<file path="src/rtl/caf_pkg.sv">
// Shared types and constants of the complementary attitude filter.
package caf_pkg;

	// Command codes of an input item
	localparam logic CMD_INTEGRATE = 1'b0;
	localparam logic CMD_FUSE      = 1'b1;

	// Register indexes, taken from paddr[2]
	localparam logic REG_GYRO_SCALE   = 1'b0;
	localparam logic REG_BLEND_WEIGHT = 1'b1;

	localparam logic [31:0] GYRO_SCALE_RST   = 32'd65536;
	localparam logic [16:0] BLEND_WEIGHT_RST = 17'd62259;
	localparam logic [16:0] WEIGHT_ONE       = 17'd65536;

	// Divide by 1000 done one 22-bit digit at a time: digit value < 1000 * 2^22 < 2^32
	localparam int unsigned   CHUNK_W    = 22;
	localparam int unsigned   CHUNK_CNT  = 3;
	localparam logic [31:0]   DIV_CONST  = 32'd1000;
	// floor(2^32 / 1000); the estimate is low by at most one
	localparam logic [32:0]   DIV_RECIP  = 33'd4294967;

	typedef enum logic [3:0] {
		ST_IDLE,
		ST_MAG,
		ST_LO,
		ST_HI,
		ST_SUM,
		ST_DMUL,
		ST_DFIX,
		ST_APPLY,
		ST_FMUL_A,
		ST_FMUL_E,
		ST_FSUM,
		ST_DONE
	} state_t;

endpackage

</file>
<file path="src/rtl/complementary_attitude_filter.sv">
// Complementary attitude filter: gyro integration and accelerometer fusion on one multiplier.
//
// The block keeps roll, pitch and yaw estimates (millidegrees, 32-bit, wrapping) and the
// millisecond tick of the last integration. One item goes in at a time and every item gives
// one result item: the three estimates after it. An integrate item (command 0) adds to each
// axis trunc((2*rate + delta) * gyro_scale * dt / 131072000), dt being the tick difference
// modulo 2^32; a fuse item (command 1) blends acc_roll and acc_pitch into roll and pitch with
// blend_weight in Q1.16 (values above 65536 act as 65536), rounding toward zero. All the
// arithmetic runs through one shared 33x33 signed multiplier with a registered product,
// stepped by a small sequencer. An integrate item runs, per axis, three multiplies, one carry
// add and a divide by 1000 in three 22-bit digits, each digit a reciprocal multiply plus one
// correction, then the update. A fuse item runs two multiplies and a rounding add per axis.
// item_ready is high only while no item is in work. The result sits in its own output
// register, so a new item is taken while the previous result waits; the sequencer holds in
// its last step only if the result register is still full. Registers on the APB port:
// gyro_scale at 0x0, blend_weight at 0x4. Write them only while the block is idle.
module complementary_attitude_filter (
	input  logic               clk,
	input  logic               arst_n,
	// configuration
	input  logic               psel,
	input  logic               penable,
	input  logic               pwrite,
	input  logic [2:0]         paddr,
	input  logic [31:0]        pwdata,
	output logic [31:0]        prdata,
	output logic               pready,
	// item channel
	input  logic               item_valid,
	output logic               item_ready,
	input  logic               command,
	input  logic [31:0]        tick_ms,
	input  logic signed [15:0] rate_x,
	input  logic signed [15:0] rate_y,
	input  logic signed [15:0] rate_z,
	input  logic signed [16:0] delta_x,
	input  logic signed [16:0] delta_y,
	input  logic signed [16:0] delta_z,
	input  logic signed [18:0] acc_roll,
	input  logic signed [17:0] acc_pitch,
	// result channel
	output logic               result_valid,
	input  logic               result_ready,
	output logic signed [31:0] roll_est,
	output logic signed [31:0] pitch_est,
	output logic signed [31:0] yaw_est
);

	caf_pkg::state_t state_q, state_d;

	// architectural state
	logic [31:0]        est_q [3];
	logic [31:0]        last_tick_q;
	logic [31:0]        scale_q;
	logic [16:0]        weight_q;

	// sequencer counters
	logic [1:0]         axis_q;
	logic [1:0]         chunk_q;
	logic               result_valid_q;

	// captured item
	logic               cmd_q;
	logic [31:0]        dt_q;
	logic signed [15:0] rate_q  [3];
	logic signed [16:0] delta_q [3];
	logic signed [18:0] acc_roll_q;
	logic signed [17:0] acc_pitch_q;

	// datapath registers
	logic signed [65:0] prod_q;
	logic [63:0]        part_q;
	logic [17:0]        ahi_q;
	logic [65:0]        y_q;
	logic [31:0]        cur_q;
	logic [9:0]         rem_q;
	logic [31:0]        quo_q;
	logic signed [31:0] res_roll_q, res_pitch_q, res_yaw_q;

	// shared multiplier
	logic signed [32:0] mul_a, mul_b;
	logic signed [65:0] mul_p;

	logic               item_take;
	logic               cfg_wr;
	logic               result_load;

	// per-axis selections
	logic signed [15:0] rate_sel;
	logic signed [16:0] delta_sel;
	logic [31:0]        est_sel;
	logic signed [17:0] vel;
	logic               vel_neg;
	logic [17:0]        vel_mag;
	logic signed [32:0] acc_sel;
	logic [16:0]        w_clamp;
	logic [16:0]        w_rest;

	// integrate arithmetic
	logic [49:0]        p_upper;
	logic [21:0]        chunk_sel;
	logic [31:0]        dv_cur;
	logic [22:0]        dv_qe;
	logic [31:0]        dv_sub;
	logic [31:0]        dv_raw;
	logic               dv_fix;
	logic [31:0]        dv_rem;
	logic [22:0]        dv_q;

	// fuse arithmetic
	logic signed [65:0] f_sum;
	logic signed [65:0] f_biased;

	assign pready      = 1'b1;
	assign cfg_wr      = psel && penable && pwrite;
	assign item_take   = item_valid && item_ready;
	assign result_load = (state_q == caf_pkg::ST_DONE) && (!result_valid_q || result_ready);

	assign result_valid = result_valid_q;
	assign roll_est     = res_roll_q;
	assign pitch_est    = res_pitch_q;
	assign yaw_est      = res_yaw_q;

	always_comb begin
		case (paddr[2])
			caf_pkg::REG_GYRO_SCALE: prdata = scale_q;
			default:                 prdata = {15'b0, weight_q};
		endcase
	end

	// ---- per-axis operand selection ----
	always_comb begin
		case (axis_q)
			2'd0: begin
				rate_sel  = rate_q[0];
				delta_sel = delta_q[0];
				est_sel   = est_q[0];
			end
			2'd1: begin
				rate_sel  = rate_q[1];
				delta_sel = delta_q[1];
				est_sel   = est_q[1];
			end
			default: begin
				rate_sel  = rate_q[2];
				delta_sel = delta_q[2];
				est_sel   = est_q[2];
			end
		endcase
	end

	// 2*rate + delta is exact in 18 bits; its magnitude fits 18 unsigned bits
	assign vel     = {rate_sel[15], rate_sel, 1'b0} + {delta_sel[16], delta_sel};
	assign vel_neg = vel[17];
	assign vel_mag = vel_neg ? 18'(-vel) : 18'(vel);

	assign acc_sel = (axis_q == 2'd0) ? 33'(acc_roll_q) : 33'(acc_pitch_q);
	assign w_clamp = (weight_q > caf_pkg::WEIGHT_ONE) ? caf_pkg::WEIGHT_ONE : weight_q;
	assign w_rest  = caf_pkg::WEIGHT_ONE - w_clamp;

	// ---- integrate: product carry, digit select, divide-by-1000 correction ----
	assign p_upper = prod_q[49:0] + {18'b0, part_q[63:32]};

	always_comb begin
		case (chunk_q)
			2'd0:    chunk_sel = y_q[65:44];
			2'd1:    chunk_sel = y_q[43:22];
			default: chunk_sel = y_q[21:0];
		endcase
	end

	assign dv_cur = {rem_q, chunk_sel};
	assign dv_qe  = prod_q[54:32];
	assign dv_sub = {9'b0, dv_qe} * caf_pkg::DIV_CONST;
	assign dv_raw = cur_q - dv_sub;
	assign dv_fix = (dv_raw >= caf_pkg::DIV_CONST);
	assign dv_rem = dv_fix ? (dv_raw - caf_pkg::DIV_CONST) : dv_raw;
	assign dv_q   = dv_qe + {22'b0, dv_fix};

	// ---- fuse: blend sum rounded toward zero ----
	assign f_sum    = {{2{part_q[63]}}, part_q} + prod_q;
	assign f_biased = f_sum + (f_sum[65] ? 66'sd65535 : 66'sd0);

	// ---- shared multiplier ----
	assign mul_p = mul_a * mul_b;

	// ---- sequencer: next state, ready and multiplier operands ----
	always_comb begin
		state_d    = state_q;
		item_ready = 1'b0;
		mul_a      = '0;
		mul_b      = '0;
		case (state_q)
			caf_pkg::ST_IDLE: begin
				item_ready = 1'b1;
				if (item_valid) begin
					state_d = (command == caf_pkg::CMD_FUSE) ? caf_pkg::ST_FMUL_A
						: caf_pkg::ST_MAG;
				end
			end
			caf_pkg::ST_MAG: begin
				mul_a   = {15'b0, vel_mag};
				mul_b   = {1'b0, scale_q};
				state_d = caf_pkg::ST_LO;
			end
			caf_pkg::ST_LO: begin
				mul_a   = {1'b0, prod_q[31:0]};
				mul_b   = {1'b0, dt_q};
				state_d = caf_pkg::ST_HI;
			end
			caf_pkg::ST_HI: begin
				mul_a   = {15'b0, ahi_q};
				mul_b   = {1'b0, dt_q};
				state_d = caf_pkg::ST_SUM;
			end
			caf_pkg::ST_SUM: begin
				state_d = caf_pkg::ST_DMUL;
			end
			caf_pkg::ST_DMUL: begin
				mul_a   = {1'b0, dv_cur};
				mul_b   = caf_pkg::DIV_RECIP;
				state_d = caf_pkg::ST_DFIX;
			end
			caf_pkg::ST_DFIX: begin
				state_d = (chunk_q == 2'(caf_pkg::CHUNK_CNT - 1)) ? caf_pkg::ST_APPLY
					: caf_pkg::ST_DMUL;
			end
			caf_pkg::ST_APPLY: begin
				state_d = (axis_q == 2'd2) ? caf_pkg::ST_DONE : caf_pkg::ST_MAG;
			end
			caf_pkg::ST_FMUL_A: begin
				mul_a   = acc_sel;
				mul_b   = {16'b0, w_clamp};
				state_d = caf_pkg::ST_FMUL_E;
			end
			caf_pkg::ST_FMUL_E: begin
				mul_a   = {est_sel[31], est_sel};
				mul_b   = {16'b0, w_rest};
				state_d = caf_pkg::ST_FSUM;
			end
			caf_pkg::ST_FSUM: begin
				state_d = (axis_q == 2'd1) ? caf_pkg::ST_DONE : caf_pkg::ST_FMUL_A;
			end
			caf_pkg::ST_DONE: begin
				if (!result_valid_q || result_ready) begin
					state_d = caf_pkg::ST_IDLE;
				end
			end
			default: begin
				state_d = caf_pkg::ST_IDLE;
			end
		endcase
	end

	always_ff @(posedge clk or negedge arst_n) begin
		if (!arst_n) begin
			state_q <= caf_pkg::ST_IDLE;
		end else begin
			state_q <= state_d;
		end
	end

	// ---- control and architectural state ----
	always_ff @(posedge clk or negedge arst_n) begin
		if (!arst_n) begin
			est_q[0]       <= '0;
			est_q[1]       <= '0;
			est_q[2]       <= '0;
			last_tick_q    <= '0;
			scale_q        <= caf_pkg::GYRO_SCALE_RST;
			weight_q       <= caf_pkg::BLEND_WEIGHT_RST;
			axis_q         <= '0;
			chunk_q        <= '0;
			result_valid_q <= 1'b0;
		end else begin
			if (cfg_wr) begin
				case (paddr[2])
					caf_pkg::REG_GYRO_SCALE: scale_q  <= pwdata;
					default:                 weight_q <= pwdata[16:0];
				endcase
			end
			if (item_take) begin
				axis_q <= '0;
				// the tick advances only on integrate items
				if (command == caf_pkg::CMD_INTEGRATE) begin
					last_tick_q <= tick_ms;
				end
			end
			case (state_q)
				caf_pkg::ST_SUM: begin
					chunk_q <= '0;
				end
				caf_pkg::ST_DFIX: begin
					chunk_q <= chunk_q + 2'd1;
				end
				caf_pkg::ST_APPLY: begin
					est_q[axis_q] <= est_sel + (vel_neg ? (32'd0 - quo_q) : quo_q);
					axis_q        <= axis_q + 2'd1;
				end
				caf_pkg::ST_FSUM: begin
					est_q[axis_q] <= f_biased[47:16];
					axis_q        <= axis_q + 2'd1;
				end
				default: begin
				end
			endcase
			if (result_load) begin
				result_valid_q <= 1'b1;
			end else if (result_ready) begin
				result_valid_q <= 1'b0;
			end
		end
	end

	// ---- payload registers ----
	always_ff @(posedge clk) begin
		prod_q <= mul_p;
		if (item_take) begin
			cmd_q       <= command;
			dt_q        <= tick_ms - last_tick_q;
			rate_q[0]   <= rate_x;
			rate_q[1]   <= rate_y;
			rate_q[2]   <= rate_z;
			delta_q[0]  <= delta_x;
			delta_q[1]  <= delta_y;
			delta_q[2]  <= delta_z;
			acc_roll_q  <= acc_roll;
			acc_pitch_q <= acc_pitch;
		end
		case (state_q)
			caf_pkg::ST_LO: begin
				// hold the upper bits of |2*rate + delta| * scale for the second partial product
				ahi_q <= prod_q[49:32];
			end
			caf_pkg::ST_HI: begin
				part_q <= prod_q[63:0];
			end
			caf_pkg::ST_SUM: begin
				// full product shifted right by 17, padded to three 22-bit digits
				y_q   <= {1'b0, p_upper, part_q[31:17]};
				rem_q <= '0;
				quo_q <= '0;
			end
			caf_pkg::ST_DMUL: begin
				cur_q <= dv_cur;
			end
			caf_pkg::ST_DFIX: begin
				rem_q <= dv_rem[9:0];
				quo_q <= {quo_q[9:0], dv_q[21:0]};
			end
			caf_pkg::ST_FMUL_E: begin
				part_q <= prod_q[63:0];
			end
			default: begin
			end
		endcase
		if (result_load) begin
			res_roll_q  <= est_q[0];
			res_pitch_q <= est_q[1];
			res_yaw_q   <= est_q[2];
		end
	end

	// ---- assertions ----
	a_div_rem: assert property (@(posedge clk) disable iff (!arst_n)
		(state_q == caf_pkg::ST_DFIX) |-> (dv_rem < caf_pkg::DIV_CONST) && (dv_q[22] == 1'b0))
		else $error("divide digit out of range after correction");

	a_fuse_axis: assert property (@(posedge clk) disable iff (!arst_n)
		(state_q == caf_pkg::ST_FSUM) |-> (axis_q != 2'd2) && (cmd_q == caf_pkg::CMD_FUSE))
		else $error("fuse step reached the yaw axis");

	a_integ_cmd: assert property (@(posedge clk) disable iff (!arst_n)
		(state_q == caf_pkg::ST_APPLY) |-> (cmd_q == caf_pkg::CMD_INTEGRATE))
		else $error("integrate step on a fuse item");

	a_tick_hold: assert property (@(posedge clk) disable iff (!arst_n)
		!(item_take && (command == caf_pkg::CMD_INTEGRATE)) |=> $stable(last_tick_q))
		else $error("last tick moved without an integrate item");

	a_result_src: assert property (@(posedge clk) disable iff (!arst_n)
		$rose(result_valid_q) |-> ($past(state_q) == caf_pkg::ST_DONE))
		else $error("result raised outside the final step");

endmodule

</file>
<file path="config.mk">
export PLATFORM = sky130hd
export DESIGN_NAME = complementary_attitude_filter
export DESIGN_NICKNAME = d
export VERILOG_FILES = /design/src/rtl/caf_pkg.sv /design/src/rtl/complementary_attitude_filter.sv
export SDC_FILE = /design/constraint.sdc
export NUM_CORES = 2
export LEC_CHECK = 0
export BUFFER_PORTS_ARGS = -buffer_cell sky130_fd_sc_hd__buf_4
export CAP_MARGIN = 10
export CELL_PAD_IN_SITES_DETAIL_PLACEMENT = 0
export CELL_PAD_IN_SITES_GLOBAL_PLACEMENT = 2
export CORE_ASPECT_RATIO = 1.2
export CORE_MARGIN = 3
export CORE_UTILIZATION = 40
export DETAILED_ROUTE_END_ITERATION = 10
export GPL_TIMING_DRIVEN = 0
export PLACE_DENSITY = 0.75
export SYNTH_ARGS = -nofsm -noshare
export SYNTH_HDL_FRONTEND = slang
export SYNTH_SLANG_ARGS = --single-unit
</file>
<file path="constraint.sdc">
create_clock -name clk -period 15.7 [get_ports clk]
set_input_delay 0.785 -clock clk [delete_from_list [all_inputs] [get_ports clk]]
set_output_delay 0.785 -clock clk [all_outputs]
set_load 0.01 [all_outputs]
</file>
* After elaboration in Yosys (flattened, before gate mapping)
Memory sizes are Yosys's and may differ from the RTL's.
Cells that the tools add are included.
** Operators by class
- Muxes and demuxes :: 35
- Order comparisons :: 4
- Reductions and logical operators :: 21
- Add/sub/neg operators :: 14
- Multiply operators :: 2
- Equal/unequal tests :: 17
- Bitwise logic cells :: 3
** Operators by type and width (number)
- $pmux 33 s6 :: 1
- $bwmux 96 :: 2
- $pmux 96 s2 :: 1
- $pmux 32 s5 :: 1
- $pmux 32 s2 :: 2
- $mux 32 :: 3
- $add 66x66->66 :: 1
- $mul 33x33->66 :: 1
- $demux 32 s2 :: 1
- $sub 32x32->32 :: 2
- $add 50x32->50 :: 1
- $add 48x17->48 :: 1
- $pmux 4 s12 :: 1
- $pmux 22 s2 :: 1
- $pmux 17 s2 :: 1
- $mux 33 :: 1
- $add 32x32->32 :: 1
- $ge 32x10->1 const B :: 1
- $pmux 16 s2 :: 1
- $sub 1x32->32 const A :: 1
- $mul 23x7->29 const B :: 1
- $add 22x1->22 :: 1
- $pmux 10 s2 :: 1
- $add 17x17->18 :: 1
- other kinds (33) :: 67
** Word-level totals
- Input bits :: 211
- Flip-flop bits (word level) :: 638
- Memories :: 2
- Memory bits (writable) :: 99
- Output and inout port bits :: 131
** Memory list
- delta_q :: words 3, bits a word 17, read ports 3, clocked after memory_dff 0, wr ports 3, RTL line complementary_attitude_filter.sv:66 : logic signed [16:0] delta_q [3];
- rate_q :: words 3, bits a word 16, read ports 3, clocked after memory_dff 0, wr ports 3, RTL line complementary_attitude_filter.sv:65 : logic signed [15:0] rate_q [3];

* Depth between registers and ports, before layout
- Word-level depth :: 7
- Gate-level depth with buffers :: 57
- Depth with buffers taken out :: 49

* Worst setup path before layout
OpenSTA, ideal clock, no wires.
- Path type :: reg-to-reg
- From :: reg axis_q[0]
- To :: reg prod_q[65]
- Cell stages (with the launch flop) :: 54
- Data arrival time :: 12.862 ns
- Setup slack :: 2.766 ns
- Required time :: 15.628 ns
- Library setup time :: 0.072 ns
- Cells stage by stage :: dfrtp_1 -> ha_1 -> clkbuf_1 -> nor2b_1 -> clkbuf_1 -> clkbuf_1 -> clkbuf_1 -> buf_1 -> a21oi_1 -> a21oi_1 -> nor2_1 -> ha_1 -> fa_1 -> a21o_1 -> a21oi_1 -> o21ai_1 -> a41o_1 -> a2111oi_0 -> (+18 left out) -> fa_1 -> inv_1 -> fa_1 -> inv_1 -> ha_1 -> clkbuf_1 -> a21oi_1 -> o21ai_0 -> a2111oi_0 -> o21bai_1 -> o21ba_2 -> o21ai_0 -> o31a_1 -> o41a_1 -> a31o_2 -> a221o_1 -> a21oi_1 -> xnor2_1
** Between the ends
- Word-level cells in the longest chain between the ends :: 7
** Ends and longest elaborated chain
- from (decl) :: RTL line complementary_attitude_filter.sv:58 : logic [1:0] axis_q;
- from (signal assigned) :: RTL line complementary_attitude_filter.sv:298 : axis_q <= axis_q + 2'd1;
- from (signal assigned) :: RTL line complementary_attitude_filter.sv:302 : axis_q <= axis_q + 2'd1;
- $eq 2x1->1 / $logic_not 2->1 (equally long branches) :: RTL line complementary_attitude_filter.sv:133, complementary_attitude_filter.sv:157
- $pmux 17 s2 / $pmux 16 s2 (equally long branches) :: RTL line complementary_attitude_filter.sv:133 : case (axis_q)
- $add 17x17->18 :: RTL line complementary_attitude_filter.sv:153 : assign vel = {rate_sel[15], rate_sel, 1'b0} + {delta_sel[16], delta_sel};
- $neg 18->18 :: RTL line complementary_attitude_filter.sv:155 : assign vel_mag = vel_neg ? 18'(-vel) : 18'(vel);
- $mux 18 :: RTL line complementary_attitude_filter.sv:155
- $pmux 33 s6 * :: RTL line complementary_attitude_filter.sv:193 : case (state_q)
- $mul 33x33->66 * :: RTL line complementary_attitude_filter.sv:185 : assign mul_p = mul_a * mul_b;
- net mul_p[65] :: RTL line complementary_attitude_filter.sv:82 : logic signed [65:0] mul_p;
- to (signal assigned) :: RTL line complementary_attitude_filter.sv:317 : prod_q <= mul_p;
- to (decl) :: RTL line complementary_attitude_filter.sv:71 : logic signed [65:0] prod_q;
The timed path passes the listed nets; every way through them passes the cells marked *.
A chain may end at the register's enable or synchronous reset.

* Worst setup path after layout
Same ends and word-level chain as after synthesis.

==> run metrics <==
ys async rst share=0.252; DR pass1 iterations=6; P&R area growth vs syn=12.0%; post-route ant nets=0; final wirelength=~340 mm; post-layout util=0.453; distinct cell type count after synthesis=around 110; Slew Viols, Final=0; # setup viols final=0; maximum clock rate=roughly 66 MHz; DR WL/cell=a little under 30 µm; die span in y=between 400 and 500 µm; Post-synth EDFFs=around 490; CP arrival=~16000 ps; Cell Rows=~180; largest net degree at the start of global routing=116; Nets=about 11000; Setup crit end kind=register; Top FF cell, synth=edfxtp_1; share of cells above drive strength 1=0.0895; Initial DRC Count=slightly below 5000; TritonCTS buffer count=a little over 80; Longest Clk Path Bufs=3; Root Driver=clkbuf_16; relative slew slack=0.0190; Clock Pin Slew Worst Setup and Hold Paths=~60 ps; Worst Hold Class=primary input to async pin; Post-Syn Area=around 81000 µm²; Synth Instances=~8300; CP dominant cell by count=fa_1; critical path class=register to register; status=finished clean; Critical Path RT=16290 ps; Die X-Extent=about 420 µm; mux cell area share after synthesis=0.0179; TritonCTS clock tree=built; crit-path max cell delay=a little over 600 ps; H-tree depth=3; GR Util met1=0.385; grt ovf=0; met2 GRT Util=0.556; dpl hpwl=about 290 mm; vias in the first global route=~67000; GRT busiest layer=met2; GRT Total Usage=0.324; initial antenna violation count=19; Simple-Gate Fraction of Synth Area=0.128; via-per-instance ratio=between 5 and 6; total number of vias=about 63000; Least-Margin Pin Slew=1470 ps; worst clock skew=76.5 ps; met3 Track Usage GR=0.0435; CP max FO=10; # clock sinks=approximately 740; Initial Utilization=0.404; Tmin final=around 15000 ps; Final Hold Vio Count=0; post-synthesis compound-gate area fraction=0.109; max cap viols=0; critical path startpoint category=register; Placer Congestion=a little over 1; first-pass GRT wire length=around 480 mm; Synth Area in XOR/XNOR=0.0372; largest family of logic cells by synthesized area=adder cells; crit share post-route=0.958; CTS Hold Bufs=0; FF+latch count, synth=between 700 and 800; post-synthesis sequential area ratio=0.255; area of the core=between 150000 and 200000 µm²; Synthesis Warnings=0; Syn Area/Cell=9.74 µm²; IO buf count=roughly 340; DRC violations left=0; I/O pins=342; area of the die=207000 µm²; Slowest-stage cell, CP=fa_1; worst skew pair latency=between 700 and 800 ps; post-synthesis adder-cell area fraction=0.373
-- through the flow --
stage | cell area (µm²) | hold slack (ps) | worst slack [ps] | TNS [ps] | std cells
floorplan | 80700 | 415 | 2770 | 0 | 8299
global placement | 86500 | 423 | -2280 | -50340 | 11300
detailed placement | 87100 | 431 | -2090 | -42160 | 11300
CTS | 90200 | 49.7 | 51.3 | 0 | 11500
global route | 90300 | 86.5 | -4.44 | -4.44 | 11500
finish | 90300 | 27.5 | 654 | 0 | 11500
-- cell usage after synthesis, drive strengths merged, types with 33 or more instances --
cell | number | area share
a21o | 157 | 0.015
a21oi | 394 | 0.024
a22oi | 45 | 0.0042
a31oi | 40 | 0.0031
and2 | 84 | 0.0065
and3 | 56 | 0.0044
buf | 40 | 0.0022
clkbuf | 310 | 0.014
dfrtp | 175 | 0.054
dfxtp | 66 | 0.016
edfxtp | 485 | 0.18
fa | 1199 | 0.30
ha | 485 | 0.075
inv | 1352 | 0.063
mux2 | 100 | 0.014
nand2 | 1060 | 0.049
nand2b | 55 | 0.0043
nand3 | 90 | 0.0056
nand4 | 50 | 0.0039
nor2 | 655 | 0.031
nor2b | 61 | 0.0047
nor3 | 62 | 0.0039
o21a | 70 | 0.0066
o21ai | 266 | 0.017
o21bai | 37 | 0.0034
o31ai | 51 | 0.0049
or3 | 33 | 0.0027
xnor2 | 227 | 0.025
xor2 | 115 | 0.012
-- worst max-delay path: cells and delay by family (launching register included) --
family	cells	cell delay [ps]
buf+inv	11	2750
simple gates	6	1720
fa+ha+maj	11	5340
xor+xnor	2	350
compound gates	17	4230
flops	1	410
-- cells by family after synthesis --
family / after synthesis
buf+inv: 1703
compound gates: 1337
flops: 737
mux: 132
fa+ha+maj: 1684
simple gates: 2333
other cells: 2
xor+xnor: 342
-- registers in the layout (all words and copies together) (netlist names), 19 cells and up --
register and count:
rate_q 48, dt_q 32, est_q 96, cur_q 32
yaw_est 32, prod_q 66, roll_est 32, part_q 64
acc_roll_q 19, last_tick_q 32, delta_q 51, pitch_est 32
quo_q 32, scale_q 32, y_q 65
-- layer usage --
layer	wire, µm	share of wire	vias up
met5	83	0.00025	-
met4	25400	0.075	14
met3	18700	0.056	696
met2	164000	0.49	2222
met1	128000	0.38	32600
li1	-	-	27800
-- final timing paths --
kind                                    from             end  slack, ps  cells past startpoint
min in group clk                acc_roll[15]  acc_roll_q[15]        200                      1
worst min-delay path                  arst_n       est_q[81]         30                      1
worst max-delay path               axis_q[0]      prod_q[65]        650                     47
max in group asynchronous             arst_n     scale_q[18]      14430                      2
worst min register to register    prod_q[59]      part_q[59]        450                      0
worst max register to register     axis_q[0]      prod_q[65]        650                     47
-- area by class of cell --
type | count | area, µm²
Timing Repair Buffer | 378 | 3080
Inverter | 1353 | 5090
Tap cell | 2624 | 3280
Sequential cell | 737 | 20600
Antenna cell | 9 | 22.5
Clock buffer | 108 | 2320
Buffer | 343 | 1430
Clock inverter | 48 | 571
Multi-Input combinational cell | 5859 | 53900
Fill cell | 19600 | 109000
-- cell usage in the layout (no fill, tap or decap), drive strengths merged, types with 26 or more instances in the layout --
cell    synthesis  final
nand2        1060   1060
clkinv          1     26
dfrtp         175    175
conb            2     31
nor2b          61     61
o21a           70     70
edfxtp        485    485
a211o          26     26
nand2b         55     55
fa           1199   1199
nor2          655    655
clkbuf        310    408
a211oi         32     32
dfxtp          66     66
inv          1352   1364
a31oi          40     40
o21bai         37     37
nor4           28     28
and2           84     84
mux2i          32     32
ha            485    485
nand3          90     90
xor2          115    115
o31ai          51     51
xnor2         227    227
buf            40    421
nand4          50     50
a21oi         394    394
nor3           62     62
o21ai         266    266
or3            33     33
or2            29     29
and3           56     56
a22oi          45     45
mux2          100    100
a21o          157    157
-- what timing repair did --
action / 4_1_cts / 5_1_grt
pin swaps: 2 / 1
hold endpoints to repair: 0 / 0
setup buffers: 3 / 0
gates resized for setup: 73 / 45
setup endpoints to repair: 40 / 19
Power is left out: the tool's default activity adds up to more than one toggle a clock period on the data nets, which glitch-free logic cannot reach.
